==> config.mk <==
export PLATFORM = sky130hd
export DESIGN_NAME = rc4_stream_cipher_unit
export DESIGN_NICKNAME = d
export VERILOG_FILES = /design/src/rtl/rc4_pkg.sv /design/src/rtl/rc4_perm_mem.sv /design/src/rtl/rc4_cfg_regs.sv /design/src/rtl/rc4_stream_cipher_unit.sv
export SDC_FILE = /design/constraint.sdc
export NUM_CORES = 2
export LEC_CHECK = 0
export CAP_MARGIN = 25
export CORE_MARGIN = 2
export CORE_UTILIZATION = 40
export CTS_CLUSTER_DIAMETER = 80
export CTS_CLUSTER_SIZE = 40
export DETAILED_ROUTE_END_ITERATION = 8
export DONT_BUFFER_PORTS = 1
export MAX_ROUTING_LAYER = met4
export PLACE_DENSITY = 0.51
export REMOVE_ABC_BUFFERS = 1
export SLEW_MARGIN = 20
export SYNTH_ARGS = -nofsm -noshare
export SYNTH_HDL_FRONTEND = slang
export SYNTH_SLANG_ARGS = --single-unit
==> constraint.sdc <==
create_clock -name clk -period 12.55 [get_ports clk]
set_clock_uncertainty 0.05 [all_clocks]
set_input_delay 1.8825 -clock clk [delete_from_list [all_inputs] [get_ports clk]]
set_output_delay 1.8825 -clock clk [all_outputs]
set_load 0.05 [all_outputs]
==> src/rtl/rc4_pkg.sv <==
// Shared types and constants for the RC4 stream cipher unit.
package rc4_pkg;

    localparam int BYTE_W            = 8;
    localparam int PERM_DEPTH        = 256;
    localparam int PERM_AW           = 8;
    localparam int KEY_REGS          = 4;
    localparam int KEY_BYTES         = 32;
    localparam int KEY_POS_W         = 9;
    localparam int CFG_DATA_W        = 64;
    localparam int CFG_IDX_W         = 3;
    localparam int KEY_LEN_W         = 6;
    localparam int DEF_MAX_KEY_BYTES = 32;

    localparam logic [KEY_LEN_W-1:0] KEY_LEN_RESET = KEY_LEN_W'(16);
    localparam logic [PERM_AW-1:0]   PERM_LAST     = PERM_AW'(PERM_DEPTH - 1);

    // Configuration register indexes
    typedef enum logic [CFG_IDX_W-1:0] {
        REG_KEY_LENGTH = 3'd0,
        REG_KEY_0_7    = 3'd1,
        REG_KEY_8_15   = 3'd2,
        REG_KEY_16_23  = 3'd3,
        REG_KEY_24_31  = 3'd4
    } cfg_reg_t;

    // One cycle of access to the permutation memory
    typedef struct packed {
        logic               wr_en;
        logic [PERM_AW-1:0] wr_addr;
        logic [BYTE_W-1:0]  wr_data;
        logic [PERM_AW-1:0] rd_addr;
    } mem_req_t;

endpackage

==> src/rtl/rc4_perm_mem.sv <==
// Permutation table: 256 x 8 memory, one write port, one registered read port.
module rc4_perm_mem
    import rc4_pkg::*;
(
    input  logic              clk,
    input  mem_req_t          req,
    output logic [BYTE_W-1:0] rd_data
);

    logic [BYTE_W-1:0] mem [PERM_DEPTH];

    // Write, then read old contents on a same-address collision
    always_ff @(posedge clk)
    begin
        if (req.wr_en)
        begin
            mem[req.wr_addr] <= req.wr_data;
        end
        rd_data <= mem[req.rd_addr];
    end

endmodule

==> src/rtl/rc4_cfg_regs.sv <==
// Key configuration registers, effective key length and key byte lookup.
module rc4_cfg_regs
    import rc4_pkg::*;
#(
    parameter int MAX_KEY_BYTES = DEF_MAX_KEY_BYTES,
    parameter int KLEN_W        = $clog2(MAX_KEY_BYTES + 1)
)
(
    input  logic                  clk,
    input  logic                  rst_n,
    input  logic                  cfg_wr_en,
    input  logic [CFG_IDX_W-1:0]  cfg_index,
    input  logic [CFG_DATA_W-1:0] cfg_data,
    input  logic [KLEN_W-1:0]     key_idx,
    output logic [KLEN_W-1:0]     key_len,
    output logic [BYTE_W-1:0]     key_byte
);

    logic [KEY_LEN_W-1:0]  key_len_reg;
    logic [CFG_DATA_W-1:0] key_reg [KEY_REGS];
    logic [KEY_LEN_W-1:0]  len_nz;
    logic [KEY_POS_W-1:0]  len_sat;
    logic [KEY_POS_W-1:0]  key_pos;

    // Take register writes; unknown indexes drop
    always_ff @(posedge clk or negedge rst_n)
    begin
        if (!rst_n)
        begin
            key_len_reg <= KEY_LEN_RESET;
            for (int r = 0; r < KEY_REGS; r++)
            begin
                key_reg[r] <= '0;
            end
        end
        else if (cfg_wr_en)
        begin
            unique case (cfg_reg_t'(cfg_index))
                REG_KEY_LENGTH: key_len_reg <= cfg_data[KEY_LEN_W-1:0];
                REG_KEY_0_7:    key_reg[0]  <= cfg_data;
                REG_KEY_8_15:   key_reg[1]  <= cfg_data;
                REG_KEY_16_23:  key_reg[2]  <= cfg_data;
                REG_KEY_24_31:  key_reg[3]  <= cfg_data;
                default:        ;
            endcase
        end
    end

    // Clamp key length to one at the bottom and the key limit at the top
    always_comb
    begin
        len_nz  = (key_len_reg == '0) ? KEY_LEN_W'(1) : key_len_reg;
        len_sat = (KEY_POS_W'(len_nz) > KEY_POS_W'(MAX_KEY_BYTES)) ?
                  KEY_POS_W'(MAX_KEY_BYTES) : KEY_POS_W'(len_nz);
        key_len = len_sat[KLEN_W-1:0];
    end

    // Select key byte; positions past the register file read as zero
    always_comb
    begin
        key_pos = KEY_POS_W'(key_idx);
        if (key_pos < KEY_POS_W'(KEY_BYTES))
        begin
            key_byte = key_reg[key_pos[4:3]][{key_pos[2:0], 3'b000} +: BYTE_W];
        end
        else
        begin
            key_byte = '0;
        end
    end

endmodule

==> src/rtl/rc4_stream_cipher_unit.sv <==
// RC4 stream cipher: key schedule and keystream sequencer around the permutation memory.
// Per beat: accept and read m in S_IDLE, read n in S_RD_N, swap/read k in S_SWAP_N and S_SWAP_M.
// A new byte is taken only in S_IDLE, after the previous byte has left the chain of table reads.
// A restart beat, or the first beat after reset, first runs the key schedule:
// an identity fill (S_INIT), a read-j, write-j, write-i step per entry, then S_GEN_M setup.
// Reset clears the indices, the key-ready flag and the output valid; table is unwritten.
module rc4_stream_cipher_unit
    import rc4_pkg::*;
#(
    parameter int MAX_KEY_BYTES = DEF_MAX_KEY_BYTES
)
(
    input  logic                  clk,
    input  logic                  rst_n,
    input  logic                  in_valid,
    output logic                  in_ready,
    input  logic [BYTE_W-1:0]     data_byte,
    input  logic                  restart,
    output logic                  out_valid,
    input  logic                  out_ready,
    output logic [BYTE_W-1:0]     out_byte,
    input  logic                  cfg_wr_en,
    input  logic [CFG_IDX_W-1:0]  cfg_index,
    input  logic [CFG_DATA_W-1:0] cfg_data
);

    localparam int KLEN_W = $clog2(MAX_KEY_BYTES + 1);

    typedef enum logic [9:0] {
        S_IDLE   = 10'b00_0000_0001,
        S_INIT   = 10'b00_0000_0010,
        S_KS_RJ  = 10'b00_0000_0100,
        S_KS_WJ  = 10'b00_0000_1000,
        S_KS_WI  = 10'b00_0001_0000,
        S_GEN_M  = 10'b00_0010_0000,
        S_RD_N   = 10'b00_0100_0000,
        S_SWAP_N = 10'b00_1000_0000,
        S_SWAP_M = 10'b01_0000_0000,
        S_HOLD   = 10'b10_0000_0000
    } state_t;

    state_t             state_reg, state_next;
    logic [PERM_AW-1:0] cnt_reg, cnt_next;
    logic [PERM_AW-1:0] m_reg, m_next;
    logic [PERM_AW-1:0] n_reg, n_next;
    logic [KLEN_W-1:0]  kidx_reg, kidx_next;
    logic               key_ready_reg, key_ready_next;
    logic               out_valid_reg, out_valid_next;
    logic [BYTE_W-1:0]  sm_reg, sm_next;
    logic [BYTE_W-1:0]  sn_reg, sn_next;
    logic [PERM_AW-1:0] idx_reg, idx_next;
    logic [BYTE_W-1:0]  data_reg, data_next;
    logic [BYTE_W-1:0]  res_reg, res_next;
    logic [BYTE_W-1:0]  out_byte_reg, out_byte_next;

    mem_req_t           mem_req;
    logic [BYTE_W-1:0]  rd_data;
    logic [KLEN_W-1:0]  key_len;
    logic [BYTE_W-1:0]  key_byte;
    logic               in_fire;
    logic               out_free;
    logic [PERM_AW-1:0] j_sum;
    logic [BYTE_W-1:0]  ks_byte;

    rc4_perm_mem u_perm_mem
    (
        .clk     (clk),
        .req     (mem_req),
        .rd_data (rd_data)
    );

    rc4_cfg_regs #(
        .MAX_KEY_BYTES (MAX_KEY_BYTES),
        .KLEN_W        (KLEN_W)
    ) u_cfg_regs
    (
        .clk       (clk),
        .rst_n     (rst_n),
        .cfg_wr_en (cfg_wr_en),
        .cfg_index (cfg_index),
        .cfg_data  (cfg_data),
        .key_idx   (kidx_reg),
        .key_len   (key_len),
        .key_byte  (key_byte)
    );

    assign in_ready  = (state_reg == S_IDLE);
    assign in_fire   = in_valid && in_ready;
    assign out_free  = !out_valid_reg || out_ready;
    assign out_valid = out_valid_reg;
    assign out_byte  = out_byte_reg;

    // Schedule swap index and keystream byte with forwarding of the pending swap
    assign j_sum   = n_reg + rd_data + key_byte;
    assign ks_byte = (idx_reg == n_reg) ? sm_reg :
                     (idx_reg == m_reg) ? sn_reg : rd_data;

    // Sequence the key schedule and keystream generation
    always_comb
    begin
        state_next     = state_reg;
        cnt_next       = cnt_reg;
        m_next         = m_reg;
        n_next         = n_reg;
        kidx_next      = kidx_reg;
        key_ready_next = key_ready_reg;
        sm_next        = sm_reg;
        sn_next        = sn_reg;
        idx_next       = idx_reg;
        data_next      = data_reg;
        res_next       = res_reg;
        out_valid_next = out_valid_reg && !out_ready;
        out_byte_next  = out_byte_reg;
        mem_req        = '0;

        unique case (state_reg)
            S_IDLE:
            begin
                mem_req.rd_addr = m_reg + PERM_AW'(1);
                if (in_fire)
                begin
                    data_next = data_byte;
                    if (restart || !key_ready_reg)
                    begin
                        cnt_next   = '0;
                        state_next = S_INIT;
                    end
                    else
                    begin
                        m_next     = m_reg + PERM_AW'(1);
                        state_next = S_RD_N;
                    end
                end
            end
            S_INIT:
            begin
                // Fill identity; last cycle also fetches entry zero
                mem_req.wr_en   = 1'b1;
                mem_req.wr_addr = cnt_reg;
                mem_req.wr_data = cnt_reg;
                mem_req.rd_addr = '0;
                cnt_next        = cnt_reg + PERM_AW'(1);
                if (cnt_reg == PERM_LAST)
                begin
                    n_next     = '0;
                    kidx_next  = '0;
                    state_next = S_KS_RJ;
                end
            end
            S_KS_RJ:
            begin
                sm_next         = rd_data;
                n_next          = j_sum;
                mem_req.rd_addr = j_sum;
                state_next      = S_KS_WJ;
            end
            S_KS_WJ:
            begin
                sn_next         = rd_data;
                mem_req.wr_en   = 1'b1;
                mem_req.wr_addr = n_reg;
                mem_req.wr_data = sm_reg;
                state_next      = S_KS_WI;
            end
            S_KS_WI:
            begin
                mem_req.wr_en   = 1'b1;
                mem_req.wr_addr = cnt_reg;
                mem_req.wr_data = sn_reg;
                mem_req.rd_addr = cnt_reg + PERM_AW'(1);
                cnt_next        = cnt_reg + PERM_AW'(1);
                kidx_next       = ((kidx_reg + KLEN_W'(1)) == key_len) ?
                                  '0 : kidx_reg + KLEN_W'(1);
                if (cnt_reg == PERM_LAST)
                begin
                    m_next         = '0;
                    n_next         = '0;
                    key_ready_next = 1'b1;
                    state_next     = S_GEN_M;
                end
                else
                begin
                    state_next = S_KS_RJ;
                end
            end
            S_GEN_M:
            begin
                mem_req.rd_addr = m_reg + PERM_AW'(1);
                m_next          = m_reg + PERM_AW'(1);
                state_next      = S_RD_N;
            end
            S_RD_N:
            begin
                sm_next         = rd_data;
                n_next          = n_reg + rd_data;
                mem_req.rd_addr = n_reg + rd_data;
                state_next      = S_SWAP_N;
            end
            S_SWAP_N:
            begin
                // Write S[n] and fetch the output entry in the same cycle
                sn_next         = rd_data;
                idx_next        = sm_reg + rd_data;
                mem_req.wr_en   = 1'b1;
                mem_req.wr_addr = n_reg;
                mem_req.wr_data = sm_reg;
                mem_req.rd_addr = sm_reg + rd_data;
                state_next      = S_SWAP_M;
            end
            S_SWAP_M:
            begin
                mem_req.wr_en   = 1'b1;
                mem_req.wr_addr = m_reg;
                mem_req.wr_data = sn_reg;
                if (out_free)
                begin
                    out_valid_next = 1'b1;
                    out_byte_next  = data_reg ^ ks_byte;
                    state_next     = S_IDLE;
                end
                else
                begin
                    res_next   = data_reg ^ ks_byte;
                    state_next = S_HOLD;
                end
            end
            S_HOLD:
            begin
                // Hold the result until the output register frees up
                if (out_free)
                begin
                    out_valid_next = 1'b1;
                    out_byte_next  = res_reg;
                    state_next     = S_IDLE;
                end
            end
            default:
            begin
                state_next = S_IDLE;
            end
        endcase
    end

    // Control state
    always_ff @(posedge clk or negedge rst_n)
    begin
        if (!rst_n)
        begin
            state_reg     <= S_IDLE;
            cnt_reg       <= '0;
            m_reg         <= '0;
            n_reg         <= '0;
            kidx_reg      <= '0;
            key_ready_reg <= 1'b0;
            out_valid_reg <= 1'b0;
        end
        else
        begin
            state_reg     <= state_next;
            cnt_reg       <= cnt_next;
            m_reg         <= m_next;
            n_reg         <= n_next;
            kidx_reg      <= kidx_next;
            key_ready_reg <= key_ready_next;
            out_valid_reg <= out_valid_next;
        end
    end

    // Payload registers
    always_ff @(posedge clk)
    begin
        sm_reg       <= sm_next;
        sn_reg       <= sn_next;
        idx_reg      <= idx_next;
        data_reg     <= data_next;
        res_reg      <= res_next;
        out_byte_reg <= out_byte_next;
    end

endmodule

==> impl_metrics.yaml <==
cells_and_area:
  synthToLayoutAreaGrowth_pct: 9.03
  nets: 5977
  drive_gt1_share_pct: 18.3
  fin_cells: 9180
  largest_reg_flops: 2048
drt:
  dr.pass1.iters: 6
  drt-vias-per-instance: 6.12
  num_vias: 56200
  wire_per_inst_um: 34.3
  ant_nets: 0
  first_iter_violations: 8164
  drcViolationCount: 0
  routed_wl_mm: 315
clock_tree:
  holdBufCountCts: 0
  cts_tree: "yes"
  cts_buffers: 132
  h-tree-depth: 4
  cts_buffer_depth: 3
  clock_sinks: 2408
  cts_setup_buffers: 0
  cts.repair.resized: 0
  clk_latency_ns: 0.84
  cts_root_buf: "clkbuf_16"
  clk_pin_slew_ns: 0.09
worst_setup_path:
  reg2reg_slack_ns: 4.18
  r2r-start: "kidx_reg[3]"
  r2r_end: "u_perm_mem.rd_data[6]"
  critPathCaptureType: "flop"
  critPathKind: "flop to flop"
  rr_worst_depth: 22
  required_ns: 13.19
  worstPathMaxFanout: 44
  cp-start-kind: "flop"
  worstPathArrival_ns: 9.01
grt:
  grt_max_degree: 305
  grt_use_total_pct: 25.6
  overflow: 0
  grt_pass1_vias: 54500
  antenna_found_initial: 10
  grt_pass1_wl_mm: 441
floorplan:
  die_width_um: 499
  ios: 91
  die_y_um: 499
  rows: 181
  dieArea_mm2: 0.249
  initial_core_util_pct: 40.3
  coreArea_mm2: 0.244
sta:
  relSlewSlack_pct: 18.3
  rsz0062_at_grt: "no"
  slew_violations: 0
  fmax_mhz: 119
  min_period_ns: 8.37
  hold_violations: 0
  worstMarginPinSlew_ns: 1.23
  finalSetupViolCount: 0
  fin_crit_sh_pct: 66.7
synthesis:
  synth_area_leaders: "edfxtp_1, mux4_2, dfrtp_1, mux2_2, mux2i_1"
  syn_inst: 5943
  yosysWarnings: 0
  synth-edff-count: 2096
  ys_seq_elements: 2408
  synth.top_cell.area_share_pct: 64.1
  syn_avg_cell_area_um2: 16.5
  synthArstFlopShare_pct: 12.6
  yosysMostFrequentCell: "edfxtp_1"
  netlist_area_mm2: 0.0982
  synth_top_cells_by_count: "edfxtp_1, nand2_1, nor2_1, mux4_2, dfrtp_1"
  ys_seq_area_share_pct: 72.0
  yosys.area.top_type: "edfxtp_1"
  synth_cell_types: 97
  synthFlopType: "edfxtp_1"
power:
  leakagePower_nw: 35.6
  p_per_area_mw_per_mm2: 156
  ir_drop_mv: 0.134
  power.total_mw: 16.7
placed_design:
  dp.cells: 8931
  globalplace.congestion: 0.914
  dp_hpwl_mm: 193
  io_buffers: 0
min_path:
  worstHoldStart: "key_ready_reg"
  hp-class: "flop to flop"
  min_path_cells: 1
  min_to: "key_ready_reg"
outcome:
  status: "complete, no violations"
run:
  max_cap_viol_count: 0
-- stage by stage --
stage	area [um^2]	TNS (ns)	util [%]	hold slack (ns)	setup WS [ns]
3_5_place_dp	102000	0	41.9	0.397	4.20
6_report	107000	0	43.9	0.416	4.18
4_1_cts	107000	0	43.9	0.419	4.18
2_1_floorplan	96600	-53.12	-	0.381	-6.92
3_3_place_gp	102000	0	41.8	0.396	3.82
5_1_grt	107000	0	43.9	0.428	3.82
-- power breakdown --
| group | internal, mW | leakage (nW) | switching (mW) |
|---|---|---|---|
| combinational | 0.881 | 10.7 | 1.38 |
| clock | 2.41 | 2.32 | 2.93 |
| sequential | 8.91 | 22.6 | 0.237 |
| total | 12.2 | 35.6 | 4.54 |
-- worst max-delay path: stages (launching register included) --
cell and delay (ns):
dfrtp_4 0.79, buf_4 0.80, mux4_2 0.60, mux4_2 0.52
mux2i_1 0.19, nor2_1 0.11, ha_1 0.26, inv_1 0.09
fa_1 0.20, nand2b_1 0.14, a21oi_1 0.08, xor2_1 0.17
a222oi_1 0.35, buf_4 0.24, nand2_2 0.39, buf_4 0.49
nor3_1 0.87, buf_4 0.32, a21boi_0 0.31, or3_1 0.17
o21ai_0 0.18, a41oi_1 0.62, o32ai_1 0.19
-- logic make-up after synthesis --
family | synth area share (%)
buffers and inverters | 1.77
AND/OR/NAND/NOR | 6.68
multiplexers | 13.9
adder cells (fa/ha/maj) | 0.367
XOR/XNOR | 0.499
AO/OA/AOI/OAI | 4.78
flip-flops | 72.0
-- layout make-up --
| cell class | instances | area [um^2] |
|---|---|---|
| multi-input combinational | 3158 | 26000 |
| inverter | 27 | 161 |
| fill | 21400 | 137000 |
| timing repair buffer | 142 | 1320 |
| antenna | 5 | 12.5 |
| clock buffer | 145 | 3510 |
| clock inverter | 93 | 1330 |
| sequential | 2408 | 70700 |
| tap | 3202 | 4010 |
-- routing by layer --
| metal | GRT usage [%] | share of wire [%] |
|---|---|---|
| met5 | - | 0 |
| met4 | 9.76 | 4.4 |
| met3 | 4.30 | 8.3 |
| met2 | 38.3 | 46 |
| met1 | 35.2 | 42 |
-- cells in the final DEF (no fill, tap or decap), types with 12 or more instances in the layout --
| master | count |
|---|---|
| edfxtp_1 | 2096 |
| nand2_1 | 649 |
| nor2_1 | 394 |
| mux4_2 | 347 |
| dfrtp_1 | 300 |
| mux2_2 | 283 |
| mux2i_1 | 262 |
| nand3_1 | 180 |
| clkbuf_16 | 139 |
| buf_4 | 120 |
| a21oi_1 | 112 |
| o21ai_0 | 105 |
| a31oi_1 | 74 |
| a22oi_1 | 60 |
| o22ai_1 | 58 |
| and3_1 | 55 |
| a211oi_1 | 38 |
| nor3_1 | 34 |
| xor2_1 | 34 |
| nand4_1 | 29 |
| nor4_1 | 27 |
| a32oi_1 | 27 |
| ha_1 | 24 |
| xnor2_1 | 22 |
| inv_8 | 21 |
| o31ai_1 | 19 |
| a221oi_1 | 18 |
| a222oi_1 | 17 |
| inv_1 | 16 |
| clkinv_8 | 16 |
| inv_6 | 16 |
| nand2b_1 | 15 |
| o221ai_1 | 12 |
-- how the worst max path moves through the flow --
stage | from | to | slack [ns]
finish | kidx_reg[3] | u_perm_mem.rd_data[6] | 4.18
global route | kidx_reg[3] | u_perm_mem.rd_data[4] | 3.82
CTS | kidx_reg[3] | u_perm_mem.rd_data[5] | 4.18
detailed placement | kidx_reg[3] | u_perm_mem.rd_data[5] | 4.20
global placement | kidx_reg[3] | u_perm_mem.rd_data[5] | 3.82
floorplan | kidx_reg[3] | u_perm_mem.rd_data[5] | -6.92
(Power assumes the default switching activity.)
